==> config.mk <==
export PLATFORM = sky130hd
export DESIGN_NAME = iso_tile_sprite_emitter
export DESIGN_NICKNAME = d
export VERILOG_FILES = /design/src/rtl/ise_pkg.sv /design/src/rtl/ise_alu.sv /design/src/rtl/iso_tile_sprite_emitter.sv
export SDC_FILE = /design/constraint.sdc
export NUM_CORES = 2
export LEC_CHECK = 0
export ABC_AREA = 1
export BUFFER_PORTS_ARGS = -buffer_cell sky130_fd_sc_hd__buf_2
export CAP_MARGIN = 20
export CORE_MARGIN = 8
export CORE_UTILIZATION = 52
export DETAILED_ROUTE_END_ITERATION = 16
export MAX_ROUTING_LAYER = met4
export PLACE_DENSITY = 0.72
export SYNTH_ARGS = -nofsm -noshare
export SYNTH_HDL_FRONTEND = slang
export SYNTH_SLANG_ARGS = --single-unit
==> constraint.sdc <==
create_clock -name clk -period 9.5 [get_ports clk]
set_input_delay 1.9 -clock clk [delete_from_list [all_inputs] [get_ports clk]]
set_output_delay 1.9 -clock clk [all_outputs]
set_load 0.03 [all_outputs]
==> src/rtl/ise_pkg.sv <==
// shared types, constants and tables of the isometric tile sprite emitter
package ise_pkg;

  localparam int MAP_SIDE  = 1024;
  localparam int MAX_WALLS = 63;

  // coordinate compare width, wide enough for the largest map side
  localparam int CMP_W   = 13;
  localparam int CNT_W   = $clog2(MAX_WALLS + 1);
  localparam int WORD_W  = 32;
  localparam int CFG_IDX_W  = 3;
  localparam int CFG_DATA_W = 18;

  localparam logic [15:0] SEA_Q16    = 16'd26214;
  localparam logic [8:0]  SHEET_UNIT = 9'd64;
  localparam logic [8:0]  WALL_SHEET = 9'd320;

  typedef enum logic [CFG_IDX_W-1:0] {
    REG_ZOOM     = 3'd0,
    REG_CAMERA_X = 3'd1,
    REG_CAMERA_Y = 3'd2,
    REG_VIEW_W   = 3'd3,
    REG_VIEW_H   = 3'd4
  } cfg_reg_t;

  typedef enum logic [1:0] {
    ALU_ADD = 2'd0,
    ALU_SUB = 2'd1,
    ALU_MUL = 2'd2
  } alu_op_t;

  typedef logic signed [WORD_W-1:0] word_t;

  typedef struct packed {
    alu_op_t op;
    word_t   a;
    word_t   b;
  } alu_req_t;

  typedef struct packed {
    word_t res;
    logic  neg;
  } alu_rsp_t;

  typedef struct packed {
    logic [9:0]  tile_col;
    logic [9:0]  tile_row;
    logic [15:0] tile_height;
    logic [15:0] right_height;
    logic [15:0] below_height;
    logic        right_present;
    logic        below_present;
    logic [3:0]  biome_code;
  } in_item_t;

  typedef struct packed {
    logic [8:0]         sheet_x;
    logic signed [19:0] screen_x;
    logic signed [19:0] screen_y;
    logic               is_roof;
    logic               run_last;
  } out_item_t;

  // roof sprite column by biome, unknown biomes fall back to ocean
  function automatic logic [8:0] roof_sheet(input logic [3:0] biome);
    logic [8:0] col;
    case (biome)
      4'd1, 4'd2: col = 9'd1;
      4'd3, 4'd4: col = 9'd2;
      4'd5:       col = 9'd3;
      4'd6:       col = 9'd4;
      4'd7:       col = 9'd5;
      4'd8:       col = 9'd6;
      default:    col = 9'd0;
    endcase
    return 9'(col * SHEET_UNIT);
  endfunction

endpackage

==> src/rtl/ise_alu.sv <==
// shared add, subtract and multiply unit
module ise_alu
  import ise_pkg::*;
(
  input  alu_req_t req,
  output alu_rsp_t rsp
);

  word_t res;
  word_t prod;
  logic signed [15:0] ma;
  logic signed [15:0] mb;

  assign ma = req.a[15:0];
  assign mb = req.b[15:0];

  // signed operands widen to the full word before the multiply
  assign prod = ma * mb;

  always_comb begin
    case (req.op)
      ALU_ADD: res = req.a + req.b;
      ALU_SUB: res = req.a - req.b;
      ALU_MUL: res = prod;
      default: res = req.a;
    endcase
  end

  assign rsp.res = res;
  assign rsp.neg = res[WORD_W-1];

endmodule

==> src/rtl/iso_tile_sprite_emitter.sv <==
// top level: sequencer of the isometric tile sprite emitter
// one tile request enters on in_data when in_valid is high and in_stall is low
// in_stall stays high while a tile is worked on, so one tile is in the block at a time
// a small sequencer steps one shared add/subtract/multiply unit through the projection
// (two multiplies by zoom, camera and centre offsets, elevation subtraction, truncation
// toward zero), then four culling compares, then the wall run and the roof
// the roof is loaded into the output register after the last wall; each wall passes through
// a run check, a row subtract, a truncate and emit step and an elevation step
// a tile holds the block until its roof is emitted or it is culled; no new request is taken
// before then, and a culled tile frees the block once a culling compare fails
// results leave through one output register on out_data/out_valid; while out_stall holds
// that register the sequencer waits at its emit step, so no sprite is lost
// configuration writes on cfg_valid/cfg_ready are always taken and should be made only
// while the block is idle; unknown indexes are dropped
// reset (rst_n low, synchronous) restores zoom 64, camera 0,0 and a 640x480 window, and
// empties the sequencer and output register
module iso_tile_sprite_emitter
  import ise_pkg::*;
(
  input  logic                  clk,
  input  logic                  rst_n,
  input  logic                  in_valid,
  output logic                  in_stall,
  input  in_item_t              in_data,
  output logic                  out_valid,
  input  logic                  out_stall,
  output out_item_t             out_data,
  input  logic                  cfg_valid,
  output logic                  cfg_ready,
  input  logic [CFG_IDX_W-1:0]  cfg_index,
  input  logic [CFG_DATA_W-1:0] cfg_data
);

  typedef enum logic [4:0] {
    ST_IDLE, ST_MX, ST_SX1, ST_SX2, ST_SXD, ST_MY, ST_BY1, ST_BYD,
    ST_RY, ST_RYD, ST_BT, ST_BTD, ST_C1, ST_C2, ST_C3, ST_C4,
    ST_WCHK, ST_WY, ST_WYD, ST_WINC, ST_ROOF
  } state_t;

  state_t state_r;

  // configuration
  logic [8:0]         zoom_r;
  logic signed [17:0] cam_x_r;
  logic signed [17:0] cam_y_r;
  logic [11:0]        view_w_r;
  logic [11:0]        view_h_r;

  // tile working registers
  logic signed [10:0] diff_r;     // col - row
  logic [10:0]        sum_r;      // col + row
  logic [14:0]        elev_r;     // own elevation, q.8
  logic [14:0]        low_r;      // lowest elevation, q.8
  logic [3:0]         biome_r;
  word_t              t_r;        // scratch result of the shared unit
  logic signed [19:0] sx_r;
  logic signed [19:0] base_r;
  logic signed [19:0] roof_y_r;
  logic signed [19:0] bottom_y_r;
  logic [16:0]        e_r;        // wall elevation walker, q.8
  logic [CNT_W-1:0]   count_r;

  logic      out_valid_r;
  out_item_t out_data_r;

  alu_req_t alu_req;
  alu_rsp_t alu_rsp;

  ise_alu u_alu (
    .req (alu_req),
    .rsp (alu_rsp)
  );

  // elevation above sea level in q.8, exact form of (a - 0.4) * 120 * 256
  function automatic logic [14:0] elev_q8(input logic [15:0] alt);
    logic [20:0] m;
    m = ((21'(alt) * 21'd5) - 21'd131072) * 21'd3;
    if (alt <= SEA_Q16) return 15'd0;
    return m[19:5];
  endfunction

  function automatic word_t sx20(input logic signed [19:0] v);
    return {{(WORD_W-20){v[19]}}, v};
  endfunction

  logic [14:0] own_e;
  logic [14:0] right_e;
  logic [14:0] below_e;
  logic [14:0] low_e;
  logic        right_ok;
  logic        below_ok;
  logic        off_map;
  logic        in_acc;
  logic        out_free;
  logic        emit_wall;
  logic        emit_roof;
  logic [14:0] step_q8;
  logic [6:0]  step_px;
  logic        cfg_acc;
  word_t       corr;
  word_t       base_q8;   // base row in q.8

  assign own_e   = elev_q8(in_data.tile_height);
  assign right_e = elev_q8(in_data.right_height);
  assign below_e = elev_q8(in_data.below_height);

  // a neighbour past the map edge counts as absent
  assign right_ok = in_data.right_present &&
                    ((CMP_W'(in_data.tile_col) + CMP_W'(1)) < CMP_W'(MAP_SIDE));
  assign below_ok = in_data.below_present &&
                    ((CMP_W'(in_data.tile_row) + CMP_W'(1)) < CMP_W'(MAP_SIDE));
  assign off_map  = (CMP_W'(in_data.tile_col) >= CMP_W'(MAP_SIDE)) ||
                    (CMP_W'(in_data.tile_row) >= CMP_W'(MAP_SIDE));

  always_comb begin
    low_e = own_e;
    if (right_ok && (right_e < low_e)) low_e = right_e;
    if (below_ok && (below_e < low_e)) low_e = below_e;
  end

  // wall step is zoom/4 pixels, never below one
  assign step_px = (zoom_r[8:2] == 7'd0) ? 7'd1 : zoom_r[8:2];
  assign step_q8 = {step_px, 8'd0};

  assign base_q8 = {{(WORD_W-28){base_r[19]}}, base_r, 8'd0};

  assign in_stall  = (state_r != ST_IDLE);
  assign in_acc    = in_valid && !in_stall;
  assign out_free  = !out_valid_r || !out_stall;
  assign emit_wall = (state_r == ST_WYD) && out_free;
  assign emit_roof = (state_r == ST_ROOF) && out_free;
  assign cfg_ready = 1'b1;
  assign cfg_acc   = cfg_valid && cfg_ready;

  // rounding bias for truncation toward zero of a negative scratch value
  always_comb begin
    case (state_r)
      ST_SXD:  corr = t_r[WORD_W-1] ? word_t'(1) : word_t'(0);
      ST_BYD:  corr = t_r[WORD_W-1] ? word_t'(3) : word_t'(0);
      default: corr = t_r[WORD_W-1] ? word_t'(255) : word_t'(0);
    endcase
  end

  // operand selection for the shared unit
  always_comb begin
    alu_req.op = ALU_ADD;
    alu_req.a  = t_r;
    alu_req.b  = word_t'(0);
    case (state_r)
      ST_MX: begin
        alu_req.op = ALU_MUL;
        alu_req.a  = {{(WORD_W-11){diff_r[10]}}, diff_r};
        alu_req.b  = word_t'(zoom_r);
      end
      ST_SX1: alu_req.b = word_t'(view_w_r);
      ST_SX2: begin
        alu_req.op = ALU_SUB;
        alu_req.b  = {{(WORD_W-19){cam_x_r[17]}}, cam_x_r, 1'b0};
      end
      ST_MY: begin
        alu_req.op = ALU_MUL;
        alu_req.a  = word_t'(sum_r);
        alu_req.b  = word_t'(zoom_r);
      end
      ST_BY1: begin
        alu_req.op = ALU_SUB;
        alu_req.b  = {{(WORD_W-20){cam_y_r[17]}}, cam_y_r, 2'b00};
      end
      ST_RY: begin
        alu_req.op = ALU_SUB;
        alu_req.a  = base_q8;
        alu_req.b  = word_t'(elev_r);
      end
      ST_BT: begin
        alu_req.op = ALU_SUB;
        alu_req.a  = base_q8;
        alu_req.b  = word_t'(low_r);
      end
      ST_WY: begin
        alu_req.op = ALU_SUB;
        alu_req.a  = base_q8;
        alu_req.b  = word_t'(e_r);
      end
      ST_SXD, ST_BYD, ST_RYD, ST_BTD, ST_WYD: begin
        alu_req.b = corr;
      end
      ST_C1: begin
        alu_req.a = sx20(sx_r);
        alu_req.b = word_t'(zoom_r);
      end
      ST_C2: begin
        alu_req.op = ALU_SUB;
        alu_req.a  = word_t'(view_w_r);
        alu_req.b  = sx20(sx_r);
      end
      ST_C3: begin
        alu_req.a = sx20(bottom_y_r);
        alu_req.b = word_t'(zoom_r);
      end
      ST_C4: begin
        alu_req.op = ALU_SUB;
        alu_req.a  = word_t'(view_h_r);
        alu_req.b  = sx20(roof_y_r);
      end
      ST_WCHK: begin
        alu_req.op = ALU_SUB;
        alu_req.a  = word_t'(e_r);
        alu_req.b  = word_t'(elev_r);
      end
      ST_WINC: begin
        alu_req.a = word_t'(e_r);
        alu_req.b = word_t'(step_q8);
      end
      default: ;
    endcase
  end

  always_ff @(posedge clk) begin
    if (!rst_n) begin
      state_r     <= ST_IDLE;
      out_valid_r <= 1'b0;
      zoom_r      <= 9'd64;
      cam_x_r     <= 18'sd0;
      cam_y_r     <= 18'sd0;
      view_w_r    <= 12'd640;
      view_h_r    <= 12'd480;
      count_r     <= '0;
    end else begin
      if (cfg_acc) begin
        case (cfg_index)
          REG_ZOOM:     zoom_r   <= cfg_data[8:0];
          REG_CAMERA_X: cam_x_r  <= cfg_data[17:0];
          REG_CAMERA_Y: cam_y_r  <= cfg_data[17:0];
          REG_VIEW_W:   view_w_r <= cfg_data[11:0];
          REG_VIEW_H:   view_h_r <= cfg_data[11:0];
          default: ;
        endcase
      end

      // output register: drains on a take, loads on an emit
      if (emit_wall || emit_roof) begin
        out_valid_r <= 1'b1;
      end else if (!out_stall) begin
        out_valid_r <= 1'b0;
      end
      if (emit_wall) begin
        out_data_r.sheet_x  <= WALL_SHEET;
        out_data_r.screen_x <= sx_r;
        out_data_r.screen_y <= alu_rsp.res[27:8];
        out_data_r.is_roof  <= 1'b0;
        out_data_r.run_last <= 1'b0;
      end
      if (emit_roof) begin
        out_data_r.sheet_x  <= roof_sheet(biome_r);
        out_data_r.screen_x <= sx_r;
        out_data_r.screen_y <= roof_y_r;
        out_data_r.is_roof  <= 1'b1;
        out_data_r.run_last <= 1'b1;
      end

      case (state_r)
        ST_IDLE: begin
          if (in_acc) begin
            diff_r  <= 11'(signed'({1'b0, in_data.tile_col}) -
                           signed'({1'b0, in_data.tile_row}));
            sum_r   <= 11'(in_data.tile_col) + 11'(in_data.tile_row);
            elev_r  <= own_e;
            low_r   <= low_e;
            biome_r <= in_data.biome_code;
            // a tile beyond the map gives nothing
            if (!off_map) state_r <= ST_MX;
          end
        end
        ST_MX:  begin t_r <= alu_rsp.res; state_r <= ST_SX1; end
        ST_SX1: begin t_r <= alu_rsp.res; state_r <= ST_SX2; end
        ST_SX2: begin t_r <= alu_rsp.res; state_r <= ST_SXD; end
        ST_SXD: begin sx_r <= alu_rsp.res[20:1]; state_r <= ST_MY; end
        ST_MY:  begin t_r <= alu_rsp.res; state_r <= ST_BY1; end
        ST_BY1: begin t_r <= alu_rsp.res; state_r <= ST_BYD; end
        ST_BYD: begin base_r <= alu_rsp.res[21:2]; state_r <= ST_RY; end
        ST_RY:  begin t_r <= alu_rsp.res; state_r <= ST_RYD; end
        ST_RYD: begin roof_y_r <= alu_rsp.res[27:8]; state_r <= ST_BT; end
        ST_BT:  begin t_r <= alu_rsp.res; state_r <= ST_BTD; end
        ST_BTD: begin bottom_y_r <= alu_rsp.res[27:8]; state_r <= ST_C1; end
        // culling compares: any negative outcome drops the tile
        ST_C1: state_r <= alu_rsp.neg ? ST_IDLE : ST_C2;
        ST_C2: state_r <= alu_rsp.neg ? ST_IDLE : ST_C3;
        ST_C3: state_r <= alu_rsp.neg ? ST_IDLE : ST_C4;
        ST_C4: begin
          e_r     <= 17'(low_r);
          count_r <= '0;
          state_r <= alu_rsp.neg ? ST_IDLE : ST_WCHK;
        end
        ST_WCHK: begin
          // keep walking while below the roof and under the wall cap
          if (alu_rsp.neg && (count_r < CNT_W'(MAX_WALLS))) state_r <= ST_WY;
          else state_r <= ST_ROOF;
        end
        ST_WY: begin t_r <= alu_rsp.res; state_r <= ST_WYD; end
        ST_WYD: begin
          if (out_free) state_r <= ST_WINC;
        end
        ST_WINC: begin
          e_r     <= alu_rsp.res[16:0];
          count_r <= count_r + CNT_W'(1);
          state_r <= ST_WCHK;
        end
        ST_ROOF: begin
          if (out_free) state_r <= ST_IDLE;
        end
        default: state_r <= ST_IDLE;
      endcase
    end
  end

  assign out_valid = out_valid_r;
  assign out_data  = out_data_r;

endmodule
* Word-level counts from Yosys, hierarchy flattened
Memories as Yosys holds them, arrays and structs flattened. A register that Yosys moved wholly into a read port is not among the register bits. Index checks and enable logic that the tools add are counted.
Cells by class: order comparisons 8, eq/ne operators 30, add/subtract/negate cells 10, shift operators 0, mux-type cells 36, reduce and logical (&&, ||, !) cells 42, $mul 7, div/mod/pow operators 0, bitwise gates (word level) 0
Operator list (count):
- 32-bit case mux with 11 select lines | 1
- 32-bit case mux with 8 select lines | 1
- 15-bit 2-to-1 mux | 8
- 5-bit case mux with 21 select lines | 1
- 51-bit 2-to-1 mux | 2
- 32-bit case mux with 3 select lines | 1
- 21-bit by 2-bit multiplier with 20-bit output, second input constant | 3
- 19-bit by 18-bit subtractor with 20-bit output, second input constant | 3
- 16-bit by 3-bit multiplier with 19-bit output, second input constant | 3
- 16-bit by 15-bit <= comparator with 1-bit output, second input constant | 3
- 5-bit by 4-bit == test with 1-bit output, second input constant | 8
- 17-bit case mux with 2 select lines | 1
- 32-bit adder | 1
- 16-bit by 16-bit multiplier with 32-bit output | 1
- 32-bit subtractor | 1
- 15-bit less-than comparator | 2
- 5-bit == test, second input constant | 5
- 2-bit AND reduction | 12
- 10-bit by 1-bit adder with 11-bit output, second input constant | 2
- 11-bit less-than comparator, second input constant | 2
- 5-bit by 3-bit == test with 1-bit output, second input constant | 4
- 5-bit 2-to-1 mux | 4
- 4-bit 2-to-1 mux | 4
- 8-bit case mux with 2 select lines | 1
- other kinds (35) | 59
Storage, ports and cells: ROM bits 48, bits of input ports 100, register bits 311, RAM bits 0, bits in latches 0, memories 1
Memories:
- (no name shown) | words 16, bits a word 3, rd ports 1, clocked after Yosys merged registers in 1, write ports 0, RTL line ise_pkg.sv:67 | case (biome)

* Logic depth before layout (Yosys ltp)
depth after elaboration 10, gate-level depth with buffers 51, depth with buffers taken out 49

* Cells and area by module
Synthesis repeated with hierarchy kept, for this count alone.
Second synthesis, totals: cells, all modules 4635, area total of the unflattened synthesis 34959.8 um^2
Modules (own cells, without submodules):
- iso_tile_sprite_emitter | sequential area each 8528.2 um^2, instances 1, area each 20292.0 um^2, cells an instance 2383
- ise_alu | sequential area each 0.0 um^2, instances 1, area each 14667.8 um^2, cells an instance 2252

* Worst setup path before layout
Ideal clock, no wire load.
path kind input port to flip-flop, start in in_data[40] (netlist name), end reg low_r[10], data pin, cell stages on the path 48, arrival 8.784 ns, setup time 0.253 ns, setup slack 0.464 ns, required time 9.247 ns, path through ha_1 > ha_1 > ha_1 > inv_1 > fa_1 > o21ai_0 > a21oi_1 > o21bai_1 > a21oi_1 > o21bai_1 > nand2_1 > nand2_1 > a21oi_1 > inv_1 > a21oi_1 > nor2_1 > nor2_1 > xor2_1 > (+12 left out) > a2111oi_0 > o41ai_1 > nor2_1 > nand2_1 > clkbuf_1 > nand2_1 > a21boi_0 > inv_1 > ha_1 > nand2_1 > nand2_1 > nor3_1 > o41ai_1 > nor2_1 > nand2_1 > buf_2 > nand2_1 > nand2_1
Between the ends: word-level cells in the longest chain between the ends 10, elaborated cells between the ends (all ways) 12, those cells by class add/sub (1); mul (2); order compare (3); mux (4); reduce/logical (2)
Ends and longest elaborated chain:
- from (decl) | RTL line iso_tile_sprite_emitter.sv:24 | input in_item_t in_data,
- 16-bit by 3-bit multiplier with 19-bit output | RTL line iso_tile_sprite_emitter.sv:77 | m = ((21'(alt) * 21'd5) - 21'd131072) * 21'd3;
- 19-bit by 18-bit subtractor with 20-bit output | RTL line iso_tile_sprite_emitter.sv:77
- 21-bit by 2-bit multiplier with 20-bit output | RTL line iso_tile_sprite_emitter.sv:77
- 15-bit 2-to-1 mux (*) | RTL line iso_tile_sprite_emitter.sv:79 | return m[19:5];
- 15-bit less-than comparator | RTL line iso_tile_sprite_emitter.sv:117 | if (right_ok && (right_e < low_e)) low_e = right_e;
- 1-bit logical AND | RTL line iso_tile_sprite_emitter.sv:117
- 15-bit 2-to-1 mux (*) | RTL line iso_tile_sprite_emitter.sv:117
- 15-bit less-than comparator | RTL line iso_tile_sprite_emitter.sv:118 | if (below_ok && (below_e < low_e)) low_e = below_e;
- 1-bit logical AND | RTL line iso_tile_sprite_emitter.sv:118
- 15-bit 2-to-1 mux (*) | RTL line iso_tile_sprite_emitter.sv:118
- named net low_e[10] | RTL line iso_tile_sprite_emitter.sv:89 | logic [14:0] low_e;
- to (signal assigned) | RTL line iso_tile_sprite_emitter.sv:268 | low_r <= low_e;
- to (decl) | RTL line iso_tile_sprite_emitter.sv:53 | logic [14:0] low_r;
The timed path passes the listed nets; every way through them passes the cells marked *. A chain may end at the register's enable or synchronous reset.

==> results_tabular.tex <==
\begin{tabular}{lr}
\hline
Metric & Value \\
\hline
\multicolumn{2}{l}{\textbf{Status}} \\
Outcome & complete, no violations \\
\multicolumn{2}{l}{\textbf{Setup path}} \\
Slowest CP cell & sky130\_fd\_sc\_hd\_\_nor2\_4 \\
Critical Path Source Type & flop \\
Crit Reg-Reg Endpoint & state\_r[0] \\
Setup crit end kind & flop \\
R2r worst-path depth & 38 \\
Data arrival at the endpoint of the critical path & 9.23 ns \\
Delay contributed by the slowest stage of the critical path & 0.65 ns \\
R2r setup slk & 0.71 ns \\
Worst endpoint required time & 9.94 ns \\
Worst R2R Start & state\_r[2] \\
Kind of critical path & flop to flop \\
Worst-path maximum fanout & 23 \\
\multicolumn{2}{l}{\textbf{Layout}} \\
Fill cell count & 5831 \\
Commonest cells after routing, fill and taps aside & sky130\_fd\_sc\_hd\_\_nand2\_1 (783), sky130\_fd\_sc\_hd\_\_inv\_1 (669), sky130\_fd\_sc\_hd\_\_nor2\_1 (490) \\
Ant. Diodes & 0 \\
Post-layout utilization of the core & 0.583 \\
Register cell area after layout & 8530 sq um \\
Area of the multi-input gates & 21200 sq um \\
Net count, final & 5040 \\
Most common cell after layout, fill and taps aside & sky130\_fd\_sc\_hd\_\_nand2\_1 \\
Area growth from synthesis to layout & 11.7\% \\
Share of final-layout standard cells stronger than drive strength 1 & 0.106 \\
\multicolumn{2}{l}{\textbf{STA}} \\
Max-slew violation count & 0 \\
Fin crit period & 8.79 ns \\
Rel. slew slack & 0.240 \\
Slew @ Worst Pin & 1.11 ns \\
Worst clock skew on the final layout & 0.0375 ns \\
Maximum clock rate & 114 MHz \\
Setup-failing EPs final & 0 \\
Final critical-path share of the clock period & 0.925 \\
Number of hold violations in the final report & 0 \\
\multicolumn{2}{l}{\textbf{Clocking}} \\
Worst-path clk slew & 0.06 ns \\
Max Buffers Root-to-Sink & 3 \\
CTS tree & built \\
Depth of the CTS H-tree & 2 \\
Hold-fix buffers, CTS & 0 \\
CTS Buf Count & 35 \\
Later-pin clock latency in the skew report & 0.54 ns \\
Root Driver & sky130\_fd\_sc\_hd\_\_clkbuf\_16 \\
TritonCTS Sinks & 312 \\
\multicolumn{2}{l}{\textbf{Route}} \\
Wirelength, routed & 103000 microns \\
Post-detailed-route via-to-cell ratio & 5.58 \\
Drt initial violations & 2968 \\
Initial DRT Pass Iterations & 6 \\
DRC & 0 \\
Post-route antenna net violation count & 0 \\
DR vias & 29011 \\
Average routed wire per standard cell & 19.8 microns \\
\multicolumn{2}{l}{\textbf{Logic synthesis}} \\
Post-synthesis cell count & 4082 \\
Main area contributors after synthesis & sky130\_fd\_sc\_hd\_\_edfxtp\_1 (21\%), sky130\_fd\_sc\_hd\_\_fa\_1 (16\%), sky130\_fd\_sc\_hd\_\_ha\_1 (13\%), sky130\_fd\_sc\_hd\_\_nand2\_1 (9.0\%), sky130\_fd\_sc\_hd\_\_inv\_1 (7.7\%) \\
Share of the synthesized area in the top cell type & 0.209 \\
Count of synthesis-stage warnings from yosys & 0 \\
Number of distinct library cells after synthesis & 70 \\
EDFF count, synth & 228 \\
Synthesis-stage register bit count & 312 \\
Average cell area after synthesis & 8.01 sq um \\
Synth async-reset ratio & 0 \\
Post-Synthesis Cell Area & 32700 sq um \\
Dominant synthesized flop cell & sky130\_fd\_sc\_hd\_\_edfxtp\_1 \\
Largest area contributor in the netlist & sky130\_fd\_sc\_hd\_\_edfxtp\_1 \\
Register area share after synthesis & 0.261 \\
\multicolumn{2}{l}{\textbf{Floorplan}} \\
Die extent in y & 267 microns \\
Standard-cell row count & 92 \\
Area of the die & 71100 sq um \\
Floorplan core area & 62600 sq um \\
Horizontal die dimension & 267 microns \\
Effective utilization at floorplan & 0.522 \\
IO Count & 154 \\
\multicolumn{2}{l}{\textbf{GRT}} \\
Total track usage & 0.298 \\
Maximum number of pins on one net before global-route repair & 77 \\
Total congestion overflow after global routing & 0 \\
Initial antenna violation count & 0 \\
Vias in the first global route & 28668 \\
Global-route wire length before repair & 161000 microns \\
\multicolumn{2}{l}{\textbf{Place}} \\
Placer's final routability congestion estimate & 1.06 \\
Count of buffers inserted at the top-level ports & 146 \\
HPWL Detailed & 84400 microns \\
\multicolumn{2}{l}{\textbf{Hold path}} \\
Launch point of the worst hold path & cam\_y\_r[13] \\
Worst hold path cell count & 2 \\
Worst hold-check path type & flop to flop \\
End of the worst hold path & cam\_y\_r[13] \\
\multicolumn{2}{l}{\textbf{Flow run}} \\
Number of maximum-capacitance violations & 0 \\
\hline
\end{tabular}
## worst max-delay path, delay by kind of cell, from the launching register on
kind                     cells  cell delay, ns
buffers and inverters        8            1.00
flip-flops                   1            0.42
adder cells (fa/ha/maj)      7            3.13
AO/OA/AOI/OAI                6            0.97
AND/OR/NAND/NOR             17            3.17
## sequential cells by signal, summed over array words and instances, names as in the netlist, 15 cells and up, named ones only
register / flops
out_data: 44
bottom_y_r: 20
base_r: 20
t_r: 32
elev_r: 15
sx_r: 20
roof_y_r: 20
cam_y_r: 18
e_r: 17
low_r: 15
cam_x_r: 18
## how the worst max path moves through the flow
stage,end,from,slack [ns],depth (start not counted)
4_1_cts,low_r[5],in_data[40],0.28,49
2_1_floorplan,low_r[10],in_data[40],0.46,48
3_3_place_gp,low_r[10],in_data[40],-0.05,49
6_report,state_r[0],state_r[2],0.71,38
3_5_place_dp,low_r[5],in_data[40],-0.25,49
5_1_grt,low_r[12],in_data[40],-0.02,52
## what timing repair did
action,in CTS,in global routing
hold endpoints to repair,0,0
resized for setup,0,13
endpoints found under the setup margin,0,15
setup buffers,0,5
## area by class of cell
cell class,count,share of cell area
flip-flops and latches,312,0.234
inverters,702,0.0722
well taps,846,0.0290
repair buffers,301,0.0525
multi-input cells,2974,0.580
clock buffers,43,0.0260
clock inverters,18,0.00668
## kinds of logic (layout without fill, tap and decap cells)
| group | Yosys count | count (layout) | synth area share |
|---|---|---|---|
| and+or+nand+nor | 1597 | 1597 | 0.205 |
| buffers and inverters | 801 | 1064 | 0.0940 |
| AOI/OAI and AO/OA | 656 | 656 | 0.116 |
| adders and majority gates | 614 | 614 | 0.297 |
| DFF | 312 | 312 | 0.261 |
| xor gates and xnor gates | 99 | 99 | 0.0265 |
| other | 2 | 7 | 0.000230 |
| muxes | 1 | 1 | 0.000306 |
## stage by stage
step,std cells,TNS [ns],instance area [sq um],hold WS [ns],setup slack (ns)
CTS,5191,0,36400,0.449,0.277
detailed placement,5130,-3.36,35200,0.439,-0.247
global route,5196,-0.0756,36500,0.475,-0.0198
finish,5196,0,36500,0.453,0.711
floorplan,4087,0,32700,0.425,0.464
global placement,5129,-0.711,35200,0.437,-0.0508
## Yosys cell counts, types with 12 or more instances
cell type                  count
sky130_fd_sc_hd__xor2_1       70
sky130_fd_sc_hd__xnor2_1      29
sky130_fd_sc_hd__a31oi_1      21
sky130_fd_sc_hd__or2_2        30
sky130_fd_sc_hd__clkinv_1     19
sky130_fd_sc_hd__nand2_1     784
sky130_fd_sc_hd__inv_1       669
sky130_fd_sc_hd__inv_2        14
sky130_fd_sc_hd__fa_1        268
sky130_fd_sc_hd__dfxtp_1      84
sky130_fd_sc_hd__o21bai_1     17
sky130_fd_sc_hd__o21ai_2      13
sky130_fd_sc_hd__nor2_1      493
sky130_fd_sc_hd__a21oi_1     239
sky130_fd_sc_hd__a22oi_1      24
sky130_fd_sc_hd__o21ai_0     223
sky130_fd_sc_hd__a221oi_1     18
sky130_fd_sc_hd__buf_2        14
sky130_fd_sc_hd__o31ai_1      17
sky130_fd_sc_hd__a21o_1       12
sky130_fd_sc_hd__ha_1        346
sky130_fd_sc_hd__nor3_1       28
sky130_fd_sc_hd__edfxtp_1    228
sky130_fd_sc_hd__nand3_1     144
sky130_fd_sc_hd__nand4_1      54
sky130_fd_sc_hd__clkbuf_1     70
## metal layers
metal  vias up  track usage  part of all wire
met5         -            -                 0
met2      1297        0.466              0.45
li1      13763            -                 -
met4         0        0.108             0.042
met3       234       0.0500             0.095
met1     13717        0.391              0.41
Power is not shown: default switching activity piles up to over one toggle a cycle in this logic, so the estimate is an artifact.
